File: src/design/mrwt_pkg.sv
// Package for the Miller-Rabin witness test block.
// Holds widths, verdict codes and sequencer states; no dependencies.
package mrwt_pkg;
  localparam int unsigned WIDTH = 64;
  localparam int unsigned BIT_W = $clog2(WIDTH);

  typedef enum logic [1:0] {
    VERDICT_COMPOSITE = 2'd0,
    VERDICT_PRIME     = 2'd1,
    VERDICT_INVALID   = 2'd2
  } verdict_t;

  typedef enum logic [3:0] {
    ST_IDLE,
    ST_STRIP,
    ST_POW_SQ,
    ST_POW_MUL,
    ST_SQ_LOOP,
    ST_WAIT,
    ST_DONE
  } state_t;

  typedef struct packed {
    logic start;
    logic busy;
    logic done;
  } mul_ctl_t;
endpackage

File: src/design/mrwt_mulmod.sv
// Shift-and-add modular multiplier, one operand bit per cycle.
// Depends on mrwt_pkg.
module mrwt_mulmod (
  input  logic                       clk,
  input  logic                       rst,
  input  logic                       start,
  input  logic [mrwt_pkg::WIDTH-1:0] x,
  input  logic [mrwt_pkg::WIDTH-1:0] y,
  input  logic [mrwt_pkg::WIDTH-1:0] m,
  output mrwt_pkg::mul_ctl_t         ctl,
  output logic [mrwt_pkg::WIDTH-1:0] prod
);
  logic [mrwt_pkg::WIDTH-1:0] acc, xr, yr, mr;
  logic [mrwt_pkg::BIT_W-1:0] cnt;
  logic busy, done;
  logic [mrwt_pkg::WIDTH:0] dbl, sum;
  logic [mrwt_pkg::WIDTH-1:0] a1, a2;

  always_comb begin
    dbl = {acc, 1'b0};
    a1 = (dbl >= {1'b0, mr}) ? mrwt_pkg::WIDTH'(dbl - {1'b0, mr})
                             : dbl[mrwt_pkg::WIDTH-1:0];
    sum = {1'b0, a1} + {1'b0, xr};
    a2 = (sum >= {1'b0, mr}) ? mrwt_pkg::WIDTH'(sum - {1'b0, mr})
                             : sum[mrwt_pkg::WIDTH-1:0];
  end

  always_ff @(posedge clk) begin
    if (rst) begin
      busy <= 1'b0;
      done <= 1'b0;
    end else begin
      done <= 1'b0;
      if (start) begin
        busy <= 1'b1;
      end else if (busy && cnt == '0) begin
        busy <= 1'b0;
        done <= 1'b1;
      end
    end
    if (start) begin
      acc <= '0;
      xr  <= x;
      yr  <= y;
      mr  <= m;
      cnt <= mrwt_pkg::BIT_W'(mrwt_pkg::WIDTH - 1);
    end else if (busy) begin
      acc <= yr[mrwt_pkg::WIDTH-1] ? a2 : a1;
      yr  <= {yr[mrwt_pkg::WIDTH-2:0], 1'b0};
      cnt <= cnt - 1'b1;
    end
  end

  assign prod = acc;
  assign ctl = '{start: start, busy: busy, done: done};

  assert property (@(posedge clk) disable iff (rst) done |-> !busy)
    else $error("done while busy");
  assert property (@(posedge clk) disable iff (rst) start |=> busy)
    else $error("start did not launch");
  assert property (@(posedge clk) disable iff (rst) busy && !start |-> acc < mr)
    else $error("accumulator out of range");
endmodule

File: src/design/miller_rabin_witness_test_top.sv
// Miller-Rabin witness round: one candidate/witness transaction in, one verdict out.
// Trivial cases go straight to the verdict; otherwise up to about 2*WIDTH modular multiplies
// run one after another on the one shared multiplier.
// Throughput: one transaction at a time; in_ready is low while a round runs.
// Reset: rst synchronous, active high, returns the sequencer to idle, drops any result.
// Depends on mrwt_pkg and mrwt_mulmod.
module miller_rabin_witness_test_top (
  input  logic        clk,
  input  logic        rst,
  input  logic        in_valid,
  output logic        in_ready,
  input  logic [63:0] candidate,
  input  logic [63:0] witness,
  output logic        out_valid,
  input  logic        out_ready,
  output logic [1:0]  verdict
);
  localparam int unsigned W = mrwt_pkg::WIDTH;

  mrwt_pkg::state_t state, state_next;
  logic [W-1:0] p, a, d, x, e, pm1;
  logic [mrwt_pkg::BIT_W-1:0] bitn;
  logic [1:0] vres;
  logic mstart;
  logic [W-1:0] mx, my, mprod;
  mrwt_pkg::mul_ctl_t mctl;
  logic pow_mul_pending;
  logic [W-1:0] cin, win;

  // Cut inputs to WIDTH bits.
  assign cin = W'(candidate);
  assign win = W'(witness);
  assign pm1 = p - 1'b1;

  mrwt_mulmod u_mul (
    .clk(clk), .rst(rst), .start(mstart),
    .x(mx), .y(my), .m(p), .ctl(mctl), .prod(mprod)
  );

  // Next state.
  always_comb begin
    state_next = state;
    unique case (state) inside
      mrwt_pkg::ST_IDLE: begin
        if (in_valid) begin
          if (cin < W'(2) || (cin != W'(2) && !cin[0]) || cin == W'(2) ||
              cin == W'(3) || win == '0 || win >= cin) begin
            state_next = mrwt_pkg::ST_DONE;
          end else begin
            state_next = mrwt_pkg::ST_STRIP;
          end
        end
      end
      mrwt_pkg::ST_STRIP: if (d[0]) state_next = mrwt_pkg::ST_POW_SQ;
      mrwt_pkg::ST_POW_SQ, mrwt_pkg::ST_POW_MUL:
        state_next = mrwt_pkg::ST_WAIT;
      // Keep squaring until the loop exits, then hand over the verdict.
      mrwt_pkg::ST_SQ_LOOP:
        state_next = mstart ? mrwt_pkg::ST_WAIT : mrwt_pkg::ST_DONE;
      mrwt_pkg::ST_WAIT: begin
        if (mctl.done) begin
          if (pow_mul_pending) begin
            if (e[W-1]) state_next = mrwt_pkg::ST_POW_MUL;
            else if (bitn == '0) state_next = mrwt_pkg::ST_SQ_LOOP;
            else state_next = mrwt_pkg::ST_POW_SQ;
          end else if (bitn == '0 && e == '0) begin
            state_next = mrwt_pkg::ST_SQ_LOOP;
          end else begin
            state_next = mrwt_pkg::ST_POW_SQ;
          end
        end
      end
      mrwt_pkg::ST_DONE: if (out_ready) state_next = mrwt_pkg::ST_IDLE;
      default: state_next = mrwt_pkg::ST_IDLE;
    endcase
  end

  // Outputs and multiplier launch.
  always_comb begin
    in_ready  = (state == mrwt_pkg::ST_IDLE);
    out_valid = (state == mrwt_pkg::ST_DONE);
    verdict   = vres;
    mstart    = 1'b0;
    mx        = x;
    my        = x;
    unique case (state)
      mrwt_pkg::ST_POW_SQ: mstart = 1'b1;
      mrwt_pkg::ST_POW_MUL: begin
        mstart = 1'b1;
        my     = a;
      end
      mrwt_pkg::ST_SQ_LOOP: mstart = (d != pm1 && x != W'(1) && x != pm1);
      default: mstart = 1'b0;
    endcase
  end

  // Sequencer registers. e holds the remaining exponent bits, msb first.
  always_ff @(posedge clk) begin
    if (rst) begin
      state <= mrwt_pkg::ST_IDLE;
    end else begin
      state <= state_next;
    end

    unique case (state)
      mrwt_pkg::ST_IDLE: begin
        p <= cin;
        a <= win;
        d <= cin - 1'b1;
        if (cin < W'(2) || (cin != W'(2) && !cin[0])) begin
          vres <= mrwt_pkg::VERDICT_COMPOSITE;
        end else if (cin == W'(2) || cin == W'(3)) begin
          vres <= mrwt_pkg::VERDICT_PRIME;
        end else begin
          vres <= mrwt_pkg::VERDICT_INVALID;
        end
      end
      mrwt_pkg::ST_STRIP: begin
        if (!d[0]) begin
          d <= d >> 1;
        end else begin
          x    <= W'(1);
          e    <= d;
          bitn <= mrwt_pkg::BIT_W'(W - 1);
        end
      end
      mrwt_pkg::ST_POW_SQ: pow_mul_pending <= 1'b1;
      mrwt_pkg::ST_POW_MUL: begin
        pow_mul_pending <= 1'b0;
        e    <= e << 1;
        // Hold the bit counter at zero once the last exponent bit is consumed.
        if (bitn != '0) bitn <= bitn - 1'b1;
      end
      mrwt_pkg::ST_SQ_LOOP: begin
        pow_mul_pending <= 1'b0;
        if (mstart) begin
          d <= d << 1;
          e <= '0;
          bitn <= '0;
        end else begin
          vres <= (x != pm1 && !d[0]) ? mrwt_pkg::VERDICT_COMPOSITE
                                      : mrwt_pkg::VERDICT_PRIME;
        end
      end
      mrwt_pkg::ST_WAIT: begin
        if (mctl.done) begin
          x <= mprod;
          if (pow_mul_pending && !e[W-1]) begin
            pow_mul_pending <= 1'b0;
            e <= e << 1;
            if (bitn != '0) bitn <= bitn - 1'b1;
          end
        end
      end
      default: ;
    endcase
  end

  assert property (@(posedge clk) disable iff (rst)
    out_valid && !out_ready |=> out_valid && $stable(verdict))
    else $error("verdict dropped");
  assert property (@(posedge clk) disable iff (rst) in_ready |-> !out_valid)
    else $error("accepting while result pending");
  assert property (@(posedge clk) disable iff (rst) mctl.busy |-> state == mrwt_pkg::ST_WAIT)
    else $error("multiplier busy outside wait");
endmodule

File: config.mk
export PLATFORM = sky130hd
export DESIGN_NAME = miller_rabin_witness_test_top
export DESIGN_NICKNAME = d
export VERILOG_FILES = /design/src/design/mrwt_pkg.sv /design/src/design/mrwt_mulmod.sv /design/src/design/miller_rabin_witness_test_top.sv
export SDC_FILE = /design/constraint.sdc
export NUM_CORES = 2
export LEC_CHECK = 0
export BUFFER_PORTS_ARGS = -buffer_cell sky130_fd_sc_hd__buf_2
export CAP_MARGIN = 20
export CORE_ASPECT_RATIO = 0.5
export CORE_MARGIN = 3
export CORE_UTILIZATION = 40
export CTS_CLUSTER_DIAMETER = 150
export DETAILED_ROUTE_END_ITERATION = 10
export GPL_TIMING_DRIVEN = 0
export HOLD_SLACK_MARGIN = 0.06
export SLEW_MARGIN = 10
export SYNTH_ARGS = -nofsm -noshare
export SYNTH_HDL_FRONTEND = slang
export SYNTH_HIERARCHICAL = 1
export SYNTH_SLANG_ARGS = --single-unit
File: constraint.sdc
create_clock -name clk -period 21.6 [get_ports clk]
set_input_delay 1.08 -clock clk [delete_from_list [all_inputs] [get_ports clk]]
set_output_delay 1.08 -clock clk [all_outputs]
set_load 0.02 [all_outputs]
# [After elaboration in Yosys (flattened, before gate mapping)]
# Index checks and enable logic that the tools add are counted.
[word_totals] input_bits=132 mem_count=0 rom_bits=0 ramBits=0 latch_bits=0 word_cells=133 output_inout_bits=4 regBits=597
[classes] reduce_logical=39 muxes=46 n_eq_ne=20 order_cmp=4 mul=0 bitwise_logic=0 div=0 add_sub_neg=7 shifts=0
[op_table] operator="two-way mux 64 bit" count=14
[op_table] operator="case mux 64 bit (4 select lines)" count=1
[op_table] operator="case mux 64 bit (3 select lines)" count=1
[op_table] operator="greater-or-equal comparator 65 x 64 -> 1 bit" count=2
[op_table] operator="== test 64 x 2 -> 1 bit (second input constant)" count=2
[op_table] operator="zero test 64 bit" count=2
[op_table] operator="inequality test 64 bit" count=2
[op_table] operator="case mux 64 bit (2 select lines)" count=1
[op_table] operator="subtractor 64 x 1 -> 64 bit (second input constant)" count=2
[op_table] operator="subtractor 64 bit" count=2
[op_table] operator="adder 64 x 64 -> 65 bit" count=1
[op_table] operator="greater-or-equal comparator 64 bit" count=1
[op_table] operator="less-than comparator 64 x 2 -> 1 bit (second input constant)" count=1
[op_table] operator="inequality test 64 x 1 -> 1 bit (second input constant)" count=1
[op_table] operator="inequality test 64 x 2 -> 1 bit (second input constant)" count=1
[op_table] operator="two-way mux 6 bit" count=5
[op_table] operator="case mux 4 bit (6 select lines)" count=1
[op_table] operator="case mux 6 bit (4 select lines)" count=1
[op_table] operator="two-way mux 4 bit" count=5
[op_table] operator="== test 4 x 3 -> 1 bit (second input constant)" count=3
[op_table] operator="zero test 6 bit" count=2
[op_table] operator="two-way mux 3 bit" count=4
[op_table] operator="subtractor 6 x 1 -> 6 bit (second input constant)" count=2
[op_table] operator="inequality test 2 bit (second input constant)" count=5
[op_table] operator="other kinds (21)" count=54

# [Logic depth before layout (Yosys ltp)]
[logic_depth] depth_word=10 ltp_mapped=44 depth_no_buf=36

# [By module]
# The synthesis kept the hierarchy.
[by_module_without_submodules] module="mrwt_mulmod" instances=1 cells_each=2578 area_per_inst_um2=22382.7
[by_module_without_submodules] module="miller_rabin_witness_test_top" instances=1 cells_each=2012 area_per_inst_um2=20664.8

# [Worst setup path after synthesis]
# OpenSTA, ideal clock, no wires.
[synth_timing] path_type="register to output" start="reg state[0]" end="out in_ready" arrival_time_ns=9.856 setup_slack_ns=10.664 path_stages_with_launch=4 t_required_ns=20.520 cell_sequence="dfxtp_1 -> clkbuf_1 -> clkbuf_1 -> nor3_1"
[synth_via] elab_chain_cells=1
[synth_lines] item="start: declaration" line="miller_rabin_witness_test_top.sv:20" rtl="mrwt_pkg::state_t state, state_next;"
[synth_lines] item="start signal: assignment" line="miller_rabin_witness_test_top.sv:100" rtl="state <= mrwt_pkg::ST_IDLE;"
[synth_lines] item="start signal: assignment" line="miller_rabin_witness_test_top.sv:102" rtl="state <= state_next;"
[synth_lines] item="zero test 4 bit" line="miller_rabin_witness_test_top.sv:80" rtl="in_ready = (state == mrwt_pkg::ST_IDLE);"
[synth_lines] item="end: declaration" line="miller_rabin_witness_test_top.sv:11" rtl="output logic in_ready,"
# No other way between the ends.

# [Final worst setup path]
[layout_timing] start="reg u_mul/mr[44] in the netlist's numbering" end="reg u_mul.acc, in the netlist u_mul/prod[43]"
[layout_via] elab_chain_cells=6 word_cells_on_any_way=8
[layout_lines] item="start: declaration" line="mrwt_mulmod.sv:13" rtl="logic [mrwt_pkg::WIDTH-1:0] acc, xr, yr, mr;"
[layout_lines] item="start signal: assignment" line="mrwt_mulmod.sv:45" rtl="mr <= m;"
[layout_lines] item="greater-or-equal comparator 65 x 64 -> 1 bit / subtractor 64 bit (equally long branches)" line="mrwt_mulmod.sv:21" rtl="a1 = (dbl >= {1'b0, mr}) ? mrwt_pkg::WIDTH'(dbl - {1'b0, mr})"
[layout_lines] item="two-way mux 64 bit" line="mrwt_mulmod.sv:21"
[layout_lines] item="adder 64 x 64 -> 65 bit" line="mrwt_mulmod.sv:23" rtl="sum = {1'b0, a1} + {1'b0, xr};"
[layout_lines] item="subtractor 64 bit / greater-or-equal comparator 65 x 64 -> 1 bit (equally long branches)" line="mrwt_mulmod.sv:24" rtl="a2 = (sum >= {1'b0, mr}) ? mrwt_pkg::WIDTH'(sum - {1'b0, mr})"
[layout_lines] item="two-way mux 64 bit" line="mrwt_mulmod.sv:24"
[layout_lines] item="two-way mux 64 bit (*)" line="mrwt_mulmod.sv:48" rtl="acc <= yr[mrwt_pkg::WIDTH-1] ? a2 : a1;"
[layout_lines] item="end signal: assignment" line="mrwt_mulmod.sv:48"
[layout_lines] item="end: declaration" line="mrwt_mulmod.sv:13"
# Every way passes the cells marked *; elsewhere a longest branch is shown, timed or not.
# A chain may end at the register's enable or synchronous reset.

==> impl_results.md <==
* Status: finished, final reports clean
* CP delay by family, top: compound AO/OA/AOI/OAI gates
* RSZ-0062 raised after global routing: false
* Endpoints failing setup at 0
* Syn avg cell area at around 9.4 µm²
* Setup Skew at 45.0 ps
* IO buf count at 135
* IO Count at between 100 and 150
* Routed wire length at 197000 µm
* Fin crit period at 12870 ps
* CTS clk-pin slew, worst paths at around 70 ps
* Worst Hold Slack at 476 ps
* CTS Sinks at 596
* Vert. Die Dim at ~240 µm
* Final period util at 59.6%
* Avg Vias per Cell at 6.34
* FP Rows at 84
* Maximum clock rate at 77.7 MHz
* Critical path class: flip-flop to flip-flop
* Setup TNS at 0 ps
* Vias in the first global route at about 37000
* Reg-to-Reg Start: u_mul/mr[44]$_DFFE_PP_
* Root buf cell: clkbuf_16
* Mapped Cells at ~4600
* Worst r2r dst: u_mul/prod[43]$_SDFFE_PP0P_
* Drt first-iter violations at 5297
* Average wire per cell in the routed design at 31.3 µm
* Gpl congestion at around 1
* Clock Latency Late Sink at approximately 660 ps
* Max incr delay on CP at approximately 800 ps
* Critical path depth in cells at 40
* CP Capture Type: flip-flop
* Hold path start: p[41]$_DFFE_PP_
* Critical Path Slowest Stage Cell: o21ai_0
* Syn Std Cell Area at roughly 43000 µm²
* Initial Util at 40.7%
* Req. time, crit path at about 22000 ps
* Yosys warns at 6
* DP HPWL at 161000 µm
* Post-CTS setup repair buffer count at 0
* WP buf/inv at 7
* Gr ovfl total at 0
* Reg2Reg Setup Slack at 8730 ps
* Largest net degree at the start of global routing at 53
* # H-tree levels at 2
* CP Data Arrival Time at 13460 ps
* Syn Nets at 4988
* Die Area at roughly 110000 µm²
* Pre-antenna DRT Iters at 6
* Worst-path maximum fanout at 12
* Share of cells above drive strength 1 at between 10% and 20%
* Normalized max-slew margin at ~16%
* Clk buf depth at 3
* Max-slew violation count at 0
* First-pass GRT wire length at 272000 µm
* Nets at 5219
* R2r worst-path depth at 40
* Worst-margin pin slew at 1260 ps
* Max-cap viol count at 0
* CP Launch Type: flip-flop
* Post-CTS sizing at 0
* Via count at 39889
* Number of remaining DRC errors at 0
* Post-cts hold buffer count at 0
* Core area at 106000 µm²
* CTS tree: built
* Initial antenna violation count at 22
* # fillers at 10302
* Chip width at 470 µm
* Hold Violations, Final at 0
* Critical Path Sink: u_mul/prod[43]$_SDFFE_PP0P_
* GRT Total Usage at 33.8%
* CTS Buf Count at about 60
* Crit path launch: u_mul/mr[44]$_DFFE_PP_
* Area growth, synth to finish at 11.2%
* Antenna Nets Post-Route at 0
* Hold WC Path Type: flip-flop to flip-flop
[routing by layer]
layer / share of wire (%) / up-vias / global-route usage, %
met5: 0.014 / - / 0
met4: 2.5 / 4 / 8.22
met3: 13 / 261 / 10.3
met2: 39 / 2371 / 46.0
met1: 46 / 19631 / 51.4
li1: - / 17622 / -
[worst min-delay path by stage]
| stage | end | slack, ps | cells past startpoint |
|---|---|---|---|
| after global placement | u_mul/mr[41]$_DFFE_PP_ | 440 | 0 |
| after detailed placement | u_mul/mr[41]$_DFFE_PP_ | 450 | 0 |
| after global routing | u_mul/mr[41]$_DFFE_PP_ | 490 | 0 |
| after CTS | u_mul/mr[41]$_DFFE_PP_ | 470 | 0 |
| after floorplan | u_mul/mr[22]$_DFFE_PP_ | 420 | 0 |
| final | u_mul/mr[41]$_DFFE_PP_ | 480 | 0 |
[cells in the final DEF, fill, tap and decap left out, types with 21 or more instances in the layout]
| cell | instances |
|---|---|
| a31oi_1 | 44 |
| nor3_1 | 98 |
| nand3_1 | 97 |
| dfxtp_1 | 75 |
| nand2_1 | 493 |
| xnor2_1 | 286 |
| o21a_1 | 28 |
| xor2_1 | 124 |
| nand2b_1 | 42 |
| or4_1 | 24 |
| inv_1 | 204 |
| o21ai_1 | 21 |
| a21oi_1 | 311 |
| nand4_1 | 116 |
| a211oi_1 | 35 |
| a21o_1 | 95 |
| ha_1 | 265 |
| buf_4 | 21 |
| and3_1 | 93 |
| o21ai_0 | 323 |
| o211ai_1 | 38 |
| nor2_1 | 265 |
| clkbuf_1 | 177 |
| mux2_2 | 152 |
| buf_2 | 167 |
| edfxtp_1 | 521 |
| o21bai_1 | 49 |
| or3_1 | 26 |
| o31ai_1 | 29 |
| nor2b_1 | 31 |
| a22oi_1 | 70 |
| clkbuf_16 | 59 |
| nor4_1 | 97 |
[layout make-up]
cell class              count  area (µm²)  area share (%)
well taps                1419        1780            3.71
multi-input cells        3567       24200            50.6
inverters                 206         776            1.62
repair buffers            170        1080            2.26
plain buffers             219         952            1.99
flip-flops and latches    596       17100            35.8
clock inverters            33         340           0.711
diodes                      9        22.5          0.0471
clock buffers              72        1550            3.23
[per-stage QoR]
step                instances  setup slack, ps  utilization, %  instance area [µm²]
finish                   6291             8730            45.2                47800
CTS                      6280             9170            45.2                47800
floorplan                4588            10660               -                43000
detailed placement       6175             9240            43.4                45900
global placement         6142             4000            43.0                45500
global route             6284             8360            45.2                47800
[registers in the layout, indices dropped and copies added, names as in the netlist]
name / cells
d: 64
u_mul/busy: 1
u_mul/mr: 64
verdict: 2
bitn: 6
u_mul/cnt: 6
pow_mul_pending: 1
u_mul/yr: 64
u_mul/prod: 64
state: 3
p: 64
u_mul/xr: 64
mx: 64
u_mul/done: 1
e: 64
a: 64
[worst register-to-register path: cells and delay by family, from the launching register on]
family                   cells  cell delay [ps]
buffers and inverters        7             2450
flip-flops                   1              380
XOR/XNOR                     1              220
AO/OA/AOI/OAI               19             5570
adder cells (fa/ha/maj)      4             1290
AND/OR/NAND/NOR              9             2890
Power is left out: the tool's default activity adds up to more than one toggle a clock period on the data nets, which glitch-free logic cannot reach.
